$ cat config.mk
export PLATFORM = sky130hd
export DESIGN_NAME = glyph_row_pixel_writer_flat
export DESIGN_NICKNAME = d
export VERILOG_FILES = /design/src/hdl/grpw_pkg.sv /design/src/hdl/grpw_stream_if.sv /design/src/hdl/glyph_row_pixel_writer.sv /design/src/hdl/grpw_cfg_regs.sv /design/src/hdl/grpw_ctrl.sv /design/src/hdl/grpw_datapath.sv /design/src/flat_wrapper.sv
export VERILOG_INCLUDE_DIRS = /design/src /design/src/hdl
export SDC_FILE = /design/constraint.sdc
export NUM_CORES = 2
export LEC_CHECK = 0
export BUFFER_PORTS_ARGS = -buffer_cell sky130_fd_sc_hd__buf_2
export CORE_MARGIN = 5
export CORE_UTILIZATION = 60
export DETAILED_ROUTE_END_ITERATION = 12
export PLACE_DENSITY_LB_ADDON = 0.15
export SETUP_SLACK_MARGIN = 0.5
export SLEW_MARGIN = 15
export SYNTH_ARGS = -nofsm -noshare
export SYNTH_HDL_FRONTEND = slang
export SYNTH_HIERARCHICAL = 1
export SYNTH_SLANG_ARGS = --single-unit
$ cat constraint.sdc
create_clock -name clk_i -period 9 [get_ports clk_i]
set_input_delay 0.9 -clock clk_i [delete_from_list [all_inputs] [get_ports clk_i]]
set_output_delay 0.9 -clock clk_i [all_outputs]
set_load 0.02 [all_outputs]
$ cat src/hdl/glyph_row_pixel_writer_macros.svh
// Assertion macros for the glyph row pixel writer.
// No dependencies; included by the files that carry assertions.
`ifndef GLYPH_ROW_PIXEL_WRITER_MACROS_SVH
`define GLYPH_ROW_PIXEL_WRITER_MACROS_SVH
`ifndef SYNTH
`define GRPW_ASSERT(lbl, clk, rst_n, prop) \
  lbl: assert property (@(posedge clk) disable iff (!rst_n) (prop)) \
    else $error("grpw assertion failed");
`define GRPW_ASSERT_NEVER(lbl, clk, rst_n, cond) \
  lbl: assert property (@(posedge clk) disable iff (!rst_n) !(cond)) \
    else $error("grpw forbidden condition seen");
`else
`define GRPW_ASSERT(lbl, clk, rst_n, prop)
`define GRPW_ASSERT_NEVER(lbl, clk, rst_n, cond)
`endif
`endif

$ cat src/hdl/grpw_pkg.sv
// Shared widths, register indexes, controller states and the command and
// status structs of the glyph row pixel writer. No dependencies.
package grpw_pkg;

  localparam int unsigned AddrW  = 64;
  localparam int unsigned ColorW = 64;
  localparam int unsigned BitsW  = 8;
  localparam int unsigned WidthW = 4;
  localparam int unsigned CoordW = 16;
  localparam int unsigned PitchW = 16;
  localparam int unsigned BppW   = 4;
  localparam int unsigned ColW   = 3;
  localparam int unsigned YsumW  = CoordW + 1;
  localparam int unsigned Prod1W = YsumW + PitchW;
  localparam int unsigned Prod2W = Prod1W + BppW;
  localparam int unsigned XoffW  = CoordW + BppW;
  localparam int unsigned PaddrW = 5;
  localparam int unsigned PdataW = 64;
  localparam int unsigned RegIdxW = 2;
  localparam int unsigned LeftBit = BitsW - 1;

  localparam logic [RegIdxW-1:0] RegBase  = 2'd0;
  localparam logic [RegIdxW-1:0] RegPitch = 2'd1;
  localparam logic [RegIdxW-1:0] RegBpp   = 2'd2;

  localparam logic [BppW-1:0] BppReset = 4'd4;

  typedef enum logic [2:0] {
    StIdle,
    StMulLine,
    StMulBpp,
    StSum,
    StEmit
  } state_e;

  typedef struct packed {
    logic load;
    logic mul_line;
    logic mul_bpp;
    logic sum;
    logic emit;
  } cmd_t;

  typedef struct packed {
    logic zero_width;
    logic last_col;
  } status_t;

endpackage

$ cat src/hdl/grpw_stream_if.sv
// Valid/ready channel interfaces for glyph rows in and pixel writes out.
// Depends on grpw_pkg for field widths.
interface grpw_in_if;
  logic                          valid;
  logic                          ready;
  logic [grpw_pkg::BitsW-1:0]    row_bits;
  logic [grpw_pkg::WidthW-1:0]   glyph_width;
  logic [grpw_pkg::CoordW-1:0]   origin_x;
  logic [grpw_pkg::CoordW-1:0]   origin_y;
  logic [grpw_pkg::ColorW-1:0]   fore_color;
  logic [grpw_pkg::ColorW-1:0]   back_color;
  logic                          last_row;

  modport source (output valid, row_bits, glyph_width, origin_x, origin_y,
                  fore_color, back_color, last_row, input ready);
  modport sink (input valid, row_bits, glyph_width, origin_x, origin_y,
                fore_color, back_color, last_row, output ready);
endinterface

interface grpw_out_if;
  logic                          valid;
  logic                          ready;
  logic [grpw_pkg::AddrW-1:0]    pixel_address;
  logic [grpw_pkg::ColorW-1:0]   pixel_color;
  logic                          row_done;

  modport source (output valid, pixel_address, pixel_color, row_done, input ready);
  modport sink (input valid, pixel_address, pixel_color, row_done, output ready);
endinterface

$ cat src/hdl/glyph_row_pixel_writer.sv
// Glyph row pixel writer: expands one glyph bitmap row into pixel writes.
// An item is accepted, then passes two multiplier stages and one address
// add, then gives one write beat per column of the clamped width as the
// output register frees; a zero-width row is only accepted.
// Reset (async, low) clears the row counter, the controller and the
// registers (pixel size to 4).
`include "glyph_row_pixel_writer_macros.svh"

module glyph_row_pixel_writer #(
  parameter int unsigned MAX_GLYPH_ROWS  = 32,
  parameter int unsigned MAX_GLYPH_WIDTH = 8
) (
  input  logic                          clk_i,
  input  logic                          rst_ni,
  grpw_in_if.sink                       in_i,
  grpw_out_if.source                    out_o,
  input  logic                          psel,
  input  logic                          penable,
  input  logic                          pwrite,
  input  logic [grpw_pkg::PaddrW-1:0]   paddr,
  input  logic [grpw_pkg::PdataW-1:0]   pwdata,
  output logic [grpw_pkg::PdataW-1:0]   prdata,
  output logic                          pready
);

  grpw_pkg::cmd_t              cmd;
  grpw_pkg::status_t           status;
  logic [grpw_pkg::AddrW-1:0]  base;
  logic [grpw_pkg::PitchW-1:0] pitch;
  logic [grpw_pkg::BppW-1:0]   bpp;

  grpw_cfg_regs u_cfg (
    .clk_i   (clk_i),
    .rst_ni  (rst_ni),
    .psel    (psel),
    .penable (penable),
    .pwrite  (pwrite),
    .paddr   (paddr),
    .pwdata  (pwdata),
    .prdata  (prdata),
    .pready  (pready),
    .base_o  (base),
    .pitch_o (pitch),
    .bpp_o   (bpp)
  );

  grpw_ctrl u_ctrl (
    .clk_i       (clk_i),
    .rst_ni      (rst_ni),
    .in_valid_i  (in_i.valid),
    .in_ready_o  (in_i.ready),
    .out_valid_o (out_o.valid),
    .out_ready_i (out_o.ready),
    .status_i    (status),
    .cmd_o       (cmd)
  );

  grpw_datapath #(
    .MAX_GLYPH_ROWS  (MAX_GLYPH_ROWS),
    .MAX_GLYPH_WIDTH (MAX_GLYPH_WIDTH)
  ) u_dp (
    .clk_i           (clk_i),
    .rst_ni          (rst_ni),
    .cmd_i           (cmd),
    .status_o        (status),
    .row_bits_i      (in_i.row_bits),
    .glyph_width_i   (in_i.glyph_width),
    .origin_x_i      (in_i.origin_x),
    .origin_y_i      (in_i.origin_y),
    .fore_color_i    (in_i.fore_color),
    .back_color_i    (in_i.back_color),
    .last_row_i      (in_i.last_row),
    .base_i          (base),
    .pitch_i         (pitch),
    .bpp_i           (bpp),
    .pixel_address_o (out_o.pixel_address),
    .pixel_color_o   (out_o.pixel_color),
    .row_done_o      (out_o.row_done)
  );

  // a nonzero row keeps the input closed while it expands
  `GRPW_ASSERT(a_busy_after_row, clk_i, rst_ni, in_i.valid && in_i.ready && !status.zero_width |=> !in_i.ready)
  // hold a stalled beat until it is taken
  `GRPW_ASSERT(a_hold_beat, clk_i, rst_ni, out_o.valid && !out_o.ready |=> out_o.valid && $stable(out_o.pixel_address))
  `GRPW_ASSERT(a_one_cmd, clk_i, rst_ni, $onehot0({cmd.load, cmd.mul_line, cmd.mul_bpp, cmd.sum, cmd.emit}))
  `GRPW_ASSERT_NEVER(a_no_emit_idle, clk_i, rst_ni, in_i.ready && cmd.emit)

endmodule

$ cat src/hdl/grpw_cfg_regs.sv
// APB-style configuration registers: buffer base, scanline pitch, pixel size.
// Depends on grpw_pkg.
module grpw_cfg_regs (
  input  logic                          clk_i,
  input  logic                          rst_ni,
  input  logic                          psel,
  input  logic                          penable,
  input  logic                          pwrite,
  input  logic [grpw_pkg::PaddrW-1:0]   paddr,
  input  logic [grpw_pkg::PdataW-1:0]   pwdata,
  output logic [grpw_pkg::PdataW-1:0]   prdata,
  output logic                          pready,
  output logic [grpw_pkg::AddrW-1:0]    base_o,
  output logic [grpw_pkg::PitchW-1:0]   pitch_o,
  output logic [grpw_pkg::BppW-1:0]     bpp_o
);

  logic [grpw_pkg::AddrW-1:0]   base_q;
  logic [grpw_pkg::PitchW-1:0]  pitch_q;
  logic [grpw_pkg::BppW-1:0]    bpp_q;
  logic [grpw_pkg::RegIdxW-1:0] idx;
  logic                         wr_en;

  // registers sit on 8-byte strides
  assign idx   = paddr[grpw_pkg::PaddrW-1:3];
  assign pready = 1'b1;
  assign wr_en = psel & penable & pwrite;

  always_ff @(posedge clk_i or negedge rst_ni) begin
    if (!rst_ni) begin
      base_q  <= '0;
      pitch_q <= '0;
      bpp_q   <= grpw_pkg::BppReset;
    end else if (wr_en) begin
      unique case (idx)
        grpw_pkg::RegBase:  base_q  <= pwdata[grpw_pkg::AddrW-1:0];
        grpw_pkg::RegPitch: pitch_q <= pwdata[grpw_pkg::PitchW-1:0];
        grpw_pkg::RegBpp:   bpp_q   <= pwdata[grpw_pkg::BppW-1:0];
        default: ;
      endcase
    end
  end

  always_comb begin
    unique case (idx)
      grpw_pkg::RegBase:  prdata = base_q;
      grpw_pkg::RegPitch: prdata = grpw_pkg::PdataW'(pitch_q);
      grpw_pkg::RegBpp:   prdata = grpw_pkg::PdataW'(bpp_q);
      default:            prdata = '0;
    endcase
  end

  assign base_o  = base_q;
  assign pitch_o = pitch_q;
  assign bpp_o   = bpp_q;

endmodule

$ cat src/hdl/grpw_ctrl.sv
// Controller: sequences address arithmetic and per-column emission, owns the
// handshakes and the output valid flag. Depends on grpw_pkg.
module grpw_ctrl (
  input  logic               clk_i,
  input  logic               rst_ni,
  input  logic               in_valid_i,
  output logic               in_ready_o,
  output logic               out_valid_o,
  input  logic               out_ready_i,
  input  grpw_pkg::status_t  status_i,
  output grpw_pkg::cmd_t     cmd_o
);

  grpw_pkg::state_e state_q, state_d;
  logic             out_valid_q, out_valid_d;
  logic             slot_free;

  assign slot_free = !out_valid_q || out_ready_i;

  always_ff @(posedge clk_i or negedge rst_ni) begin
    if (!rst_ni) begin
      state_q     <= grpw_pkg::StIdle;
      out_valid_q <= 1'b0;
    end else begin
      state_q     <= state_d;
      out_valid_q <= out_valid_d;
    end
  end

  always_comb begin
    state_d     = state_q;
    cmd_o       = '0;
    in_ready_o  = 1'b0;
    out_valid_d = out_valid_q && !out_ready_i;
    unique case (state_q)
      grpw_pkg::StIdle: begin
        in_ready_o = 1'b1;
        if (in_valid_i) begin
          cmd_o.load = 1'b1;
          // a zero-width row only moves the row counter
          if (!status_i.zero_width) state_d = grpw_pkg::StMulLine;
        end
      end
      grpw_pkg::StMulLine: begin
        cmd_o.mul_line = 1'b1;
        state_d        = grpw_pkg::StMulBpp;
      end
      grpw_pkg::StMulBpp: begin
        cmd_o.mul_bpp = 1'b1;
        state_d       = grpw_pkg::StSum;
      end
      grpw_pkg::StSum: begin
        cmd_o.sum = 1'b1;
        state_d   = grpw_pkg::StEmit;
      end
      grpw_pkg::StEmit: begin
        if (slot_free) begin
          cmd_o.emit  = 1'b1;
          out_valid_d = 1'b1;
          if (status_i.last_col) state_d = grpw_pkg::StIdle;
        end
      end
      default: state_d = grpw_pkg::StIdle;
    endcase
  end

  assign out_valid_o = out_valid_q;

endmodule

$ cat src/hdl/grpw_datapath.sv
// Datapath: row counter, line and column address arithmetic, column walk
// and the output beat register. Depends on grpw_pkg.
module grpw_datapath #(
  parameter int unsigned MAX_GLYPH_ROWS  = 32,
  parameter int unsigned MAX_GLYPH_WIDTH = 8
) (
  input  logic                          clk_i,
  input  logic                          rst_ni,
  input  grpw_pkg::cmd_t                cmd_i,
  output grpw_pkg::status_t             status_o,
  input  logic [grpw_pkg::BitsW-1:0]    row_bits_i,
  input  logic [grpw_pkg::WidthW-1:0]   glyph_width_i,
  input  logic [grpw_pkg::CoordW-1:0]   origin_x_i,
  input  logic [grpw_pkg::CoordW-1:0]   origin_y_i,
  input  logic [grpw_pkg::ColorW-1:0]   fore_color_i,
  input  logic [grpw_pkg::ColorW-1:0]   back_color_i,
  input  logic                          last_row_i,
  input  logic [grpw_pkg::AddrW-1:0]    base_i,
  input  logic [grpw_pkg::PitchW-1:0]   pitch_i,
  input  logic [grpw_pkg::BppW-1:0]     bpp_i,
  output logic [grpw_pkg::AddrW-1:0]    pixel_address_o,
  output logic [grpw_pkg::ColorW-1:0]   pixel_color_o,
  output logic                          row_done_o
);

  localparam int unsigned RowW = (MAX_GLYPH_ROWS > 1) ? $clog2(MAX_GLYPH_ROWS) : 1;
  localparam logic [RowW-1:0] RowTop = RowW'(MAX_GLYPH_ROWS - 1);
  localparam logic [grpw_pkg::WidthW-1:0] WidthMax = grpw_pkg::WidthW'(MAX_GLYPH_WIDTH);

  logic [RowW-1:0]               row_q;
  logic [grpw_pkg::YsumW-1:0]    ysum_q;
  logic [grpw_pkg::CoordW-1:0]   ox_q;
  logic [grpw_pkg::BitsW-1:0]    bits_q;
  logic [grpw_pkg::ColorW-1:0]   fg_q, bg_q;
  logic [grpw_pkg::WidthW-1:0]   w_q;
  logic [grpw_pkg::ColW-1:0]     col_q;
  logic [grpw_pkg::Prod1W-1:0]   prod1_q;
  logic [grpw_pkg::XoffW-1:0]    xoff_q;
  logic [grpw_pkg::Prod2W-1:0]   prod2_q;
  logic [grpw_pkg::AddrW-1:0]    addr_q;
  logic [grpw_pkg::AddrW-1:0]    out_addr_q;
  logic [grpw_pkg::ColorW-1:0]   out_color_q;
  logic                          out_done_q;
  logic [grpw_pkg::WidthW-1:0]   w_clamped;
  logic [grpw_pkg::WidthW-1:0]   col_next;

  assign w_clamped = (glyph_width_i > WidthMax) ? WidthMax : glyph_width_i;
  assign col_next  = grpw_pkg::WidthW'(col_q) + grpw_pkg::WidthW'(1);

  assign status_o.zero_width = (w_clamped == '0);
  assign status_o.last_col   = (col_next == w_q);

  // row counter: clear after the last row, saturate at the top row
  always_ff @(posedge clk_i or negedge rst_ni) begin
    if (!rst_ni) begin
      row_q <= '0;
    end else if (cmd_i.load) begin
      if (last_row_i)          row_q <= '0;
      else if (row_q < RowTop) row_q <= row_q + RowW'(1);
    end
  end

  always_ff @(posedge clk_i) begin
    if (cmd_i.load) begin
      ysum_q <= grpw_pkg::YsumW'(origin_y_i) + grpw_pkg::YsumW'(row_q);
      ox_q   <= origin_x_i;
      bits_q <= row_bits_i;
      fg_q   <= fore_color_i;
      bg_q   <= back_color_i;
      w_q    <= w_clamped;
      col_q  <= '0;
    end
    if (cmd_i.mul_line) begin
      prod1_q <= grpw_pkg::Prod1W'(ysum_q) * grpw_pkg::Prod1W'(pitch_i);
      xoff_q  <= grpw_pkg::XoffW'(ox_q) * grpw_pkg::XoffW'(bpp_i);
    end
    if (cmd_i.mul_bpp) begin
      prod2_q <= grpw_pkg::Prod2W'(prod1_q) * grpw_pkg::Prod2W'(bpp_i);
    end
    if (cmd_i.sum) begin
      addr_q <= base_i + grpw_pkg::AddrW'(prod2_q) + grpw_pkg::AddrW'(xoff_q);
    end
    if (cmd_i.emit) begin
      out_addr_q  <= addr_q;
      out_color_q <= bits_q[grpw_pkg::LeftBit] ? fg_q : bg_q;
      out_done_q  <= status_o.last_col;
      // step one pixel right, next bit to the left edge
      addr_q      <= addr_q + grpw_pkg::AddrW'(bpp_i);
      bits_q      <= bits_q << 1;
      col_q       <= col_q + grpw_pkg::ColW'(1);
    end
  end

  assign pixel_address_o = out_addr_q;
  assign pixel_color_o   = out_color_q;
  assign row_done_o      = out_done_q;

endmodule
$ cat src/flat_wrapper.sv
// flat-port wrapper written by rule: the top's interface ports become plain ports
module glyph_row_pixel_writer_flat 
#(
  parameter int unsigned MAX_GLYPH_ROWS  = 32,
  parameter int unsigned MAX_GLYPH_WIDTH = 8
)
  (clk_i, rst_ni, psel, penable, pwrite, paddr, pwdata, prdata, pready, in_i_valid, in_i_row_bits, in_i_glyph_width, in_i_origin_x, in_i_origin_y, in_i_fore_color, in_i_back_color, in_i_last_row, in_i_ready, out_o_valid, out_o_pixel_address, out_o_pixel_color, out_o_row_done, out_o_ready);
  grpw_in_if in_i_i ();
  grpw_out_if out_o_i ();
  input  logic clk_i;
  input  logic rst_ni;
  input  logic psel;
  input  logic penable;
  input  logic pwrite;
  input  logic [grpw_pkg::PaddrW-1:0] paddr;
  input  logic [grpw_pkg::PdataW-1:0] pwdata;
  output logic [grpw_pkg::PdataW-1:0] prdata;
  output logic pready;
  input wire logic [$bits(in_i_i.valid)-1:0] in_i_valid;
  input wire logic [$bits(in_i_i.row_bits)-1:0] in_i_row_bits;
  input wire logic [$bits(in_i_i.glyph_width)-1:0] in_i_glyph_width;
  input wire logic [$bits(in_i_i.origin_x)-1:0] in_i_origin_x;
  input wire logic [$bits(in_i_i.origin_y)-1:0] in_i_origin_y;
  input wire logic [$bits(in_i_i.fore_color)-1:0] in_i_fore_color;
  input wire logic [$bits(in_i_i.back_color)-1:0] in_i_back_color;
  input wire logic [$bits(in_i_i.last_row)-1:0] in_i_last_row;
  output wire logic [$bits(in_i_i.ready)-1:0] in_i_ready;
  output wire logic [$bits(out_o_i.valid)-1:0] out_o_valid;
  output wire logic [$bits(out_o_i.pixel_address)-1:0] out_o_pixel_address;
  output wire logic [$bits(out_o_i.pixel_color)-1:0] out_o_pixel_color;
  output wire logic [$bits(out_o_i.row_done)-1:0] out_o_row_done;
  input wire logic [$bits(out_o_i.ready)-1:0] out_o_ready;
  assign in_i_i.valid = in_i_valid;
  assign in_i_i.row_bits = in_i_row_bits;
  assign in_i_i.glyph_width = in_i_glyph_width;
  assign in_i_i.origin_x = in_i_origin_x;
  assign in_i_i.origin_y = in_i_origin_y;
  assign in_i_i.fore_color = in_i_fore_color;
  assign in_i_i.back_color = in_i_back_color;
  assign in_i_i.last_row = in_i_last_row;
  assign in_i_ready = in_i_i.ready;
  assign out_o_valid = out_o_i.valid;
  assign out_o_pixel_address = out_o_i.pixel_address;
  assign out_o_pixel_color = out_o_i.pixel_color;
  assign out_o_row_done = out_o_i.row_done;
  assign out_o_i.ready = out_o_ready;
  glyph_row_pixel_writer #(.MAX_GLYPH_ROWS(MAX_GLYPH_ROWS), .MAX_GLYPH_WIDTH(MAX_GLYPH_WIDTH)) u_core (.clk_i(clk_i), .rst_ni(rst_ni), .in_i(in_i_i), .out_o(out_o_i), .psel(psel), .penable(penable), .pwrite(pwrite), .paddr(paddr), .pwdata(pwdata), .prdata(prdata), .pready(pready));
endmodule
==> results.toml <==
[yosys]
synth.top_cell.area_share = 0.352
synth_seq_cells = 552
synth_area_sq_um = 39000
yosysWarningCount = 6
synth-edff-count = 458
synthArstFlopShare = 0.168
synth_area_leader_cell = "edfxtp_1"
yosys-top-cells-count = "458 x edfxtp_1, 415 x nand2_1, 381 x inv_1"
synthFlopType = "edfxtp_1"
avgSynthCellArea_sq_um = 11.3
ys_seq_area_frac = 0.412
syn_nets = 4245
synth.most_common_cell = "edfxtp_1"
netlist_instances = 3440
synth.area.top_cells = "edfxtp_1 35%, fa_1 16%, ha_1 7.5%, dfrtp_1 5.9%, and2_1 4.1%"
yosysUniqueCellTypes = 92

[worst_setup_path]
crit_path_top_delay_cell = "dfrtp_1"
cp.arrival_ns = 7.48
crit_chain = "nand2_1 -> fa_1 -> inv_1 -> fa_1 -> inv_1 -> fa_1 -> inv_1 -> fa_1 -> fa_1 -> inv_1 -> fa_1 -> inv_1 -> ha_1 -> a21oi_1 -> o21ai_0 -> a211oi_1 -> o31ai_1 -> a21oi_1 -> o311ai_1 -> a41o_1 -> nand4b_1 -> o211ai_1"
cp_max_fo = 19
worstSetupPathType = "reg2reg"
critical_path.max_stage_delay_ns = 0.91
required_ns = 9.35
start_kind = "flop"
crit_top_cell = "fa_1"
end_kind = "flop"

[clocking]
cts_tree = "done"
clk_transition_reported_paths_ns = 0.06
cts_max_level = 2
cts_resized = 0
post-cts-setup-buffers = 0
cts-hold-fix-buffers = 0
clock_path_buffers = 3
clkLatencyLatePin_ns = 0.65
numCtsBuffers = 59
clock_sinks = 552
root_buffer = "clkbuf_16"

[timing]
hold_viol_final = 0
setup_viol = 0
layout_setup_ws_ns = 1.88
finalCritPeriodShare = 0.792
rsz0062_at_grt = "no"
slew_headroom = 0.156
worst_pin_slew_ns = 1.26
slew_viol_final = 0
min_period_ns = 7.12
tns_ns = 0
fin_skew_ns = 0.0490
timing.fmax_ghz = 0.140

[detailed_routing]
wl_met3_mm = 5.94
ant_nets = 0
dr_wl_met2_mm = 47.3
firstDrtPassIters = 5
via_per_inst = 5.63
drt_iter0_drc = 2192
wl_per_cell_um = 20.2
dr_total_vias = 26700
drt-met1-wl_mm = 40.3
drc = 0
wl_mm = 95.8
maxUsedRoutingLayer = "met5"

[finish]
drive_gt1_frac = 0.191
final_area_sq_um = 44100
multi_input_comb_area_sq_um = 21000
nFillCells = 4959
final_cells = 4753
register_area_sq_um = 16100
nNetsFinal = 4644
area_growth_pct = 13.0

[worst_hold_path]
hold_class = "in2async"

[floorplanning]
ios = 445
num_rows = 93
start_util = 0.606
coreArea_sq_um = 64500
die_w_um = 265
dieHeight_um = 265
die-area_sq_um = 70300

[global_route]
grt_pass1_wl_mm = 153
grt_start_max_net_pins = 174
grt_pass1_vias = 27300
gr-usage-all-layers = 0.273
antenna_found_initial = 9
grt-ovfl-total = 0

[placed_design]
place_inst = 4633
hpwl_mm = 71.7
gp_congestion = 0.904
placed_cell_area_sq_um = 42000
dp_slack_ns = 1.97
portBuffers = 440

[run_status]
status = "finished, final reports clean"

[job]
cap_violations = 0
-- cell usage in the layout (no fill, tap or decap), drive strengths merged, types with 103 or more instances in the layout --
master  count
edfxtp    458
nor2      110
nand2     415
and2      257
o21ai     103
fa        321
xnor2     146
mux2      149
a21oi     127
ha        235
buf       461
inv       390
-- worst max-delay path, delay by kind of cell, from the launching register on --
kind / cells / cell delay (ns)
AO/OA/AOI/OAI: 8 / 2.09
adder cells (fa/ha/maj): 7 / 3.19
buffers and inverters: 5 / 0.31
flip-flops: 1 / 0.91
AND/OR/NAND/NOR: 2 / 0.29
-- registers in the layout (all words and copies together), names as in the netlist, 20 cells and up --
name	count
u_core/u_dp/pixel_color_o	64
u_core/u_dp/bg_q	64
u_core/u_dp/fg_q	64
u_core/u_dp/xoff_q	20
u_core/u_cfg/base_o	64
u_core/u_dp/addr_q	64
u_core/u_dp/prod2_q	37
u_core/u_dp/pixel_address_o	64
u_core/u_dp/prod1_q	33
-- metal layers --
| layer | track usage | vias up |
|---|---|---|
| met2 | 0.466 | 837 |
| li1 | - | 12400 |
| met1 | 0.377 | 13300 |
| met5 | 0 | - |
| met4 | 0.0645 | 6 |
| met3 | 0.0375 | 134 |
-- worst paths after layout --
| check | to | depth (start not counted) | start | slack [ns] |
|---|---|---|---|---|
| worst max-delay path | u_core/u_dp/prod1_q[30] | 22 | u_core/u_cfg/pitch_o[9] | 1.88 |
| worst min-delay path | u_core/u_cfg/base_o[39] | 1 | rst_ni | 0.32 |
| worst max register to register | u_core/u_dp/prod1_q[30] | 22 | u_core/u_cfg/pitch_o[9] | 1.88 |
| worst min register to register | u_core/u_dp/pixel_address_o[2] | 0 | u_core/u_dp/addr_q[2] | 0.45 |
| max in group asynchronous | u_core/u_dp/row_q[4] | 2 | rst_ni | 7.58 |
| min in group clk_i | u_core/u_dp/fg_q[39] | 1 | in_i_fore_color[39] | 0.41 |
-- stage by stage --
| stage | hold WS (ns) | util |
|---|---|---|
| after floorplan | 0.426 | - |
| after global placement | 0.438 | 0.651 |
| after detailed placement | 0.438 | 0.651 |
| after CTS | 0.316 | 0.684 |
| after global routing | 0.357 | 0.684 |
| final | 0.319 | 0.684 |
-- final cells by class --
class	instances	area share
multi-input combinational	2384	0.476
sequential	552	0.365
timing repair buffer	461	0.0538
clock buffer	69	0.0346
inverter	381	0.0324
tap	855	0.0243
clock inverter	43	0.0135
antenna	8	0.000454
-- kinds of logic after synthesis --
kind of cell | after synthesis | share of synthesized area
AOI/OAI and AO/OA | 417 | 0.0678
DFF | 552 | 0.412
xor gates and xnor gates | 207 | 0.0464
other | 1 | 0.0000960
adders and majority gates | 556 | 0.240
buffers and inverters | 504 | 0.0506
and+or+nand+nor | 1026 | 0.133
muxes | 177 | 0.0502
Power is not shown: default switching activity piles up to over one toggle a cycle in this logic, so the estimate is an artifact.
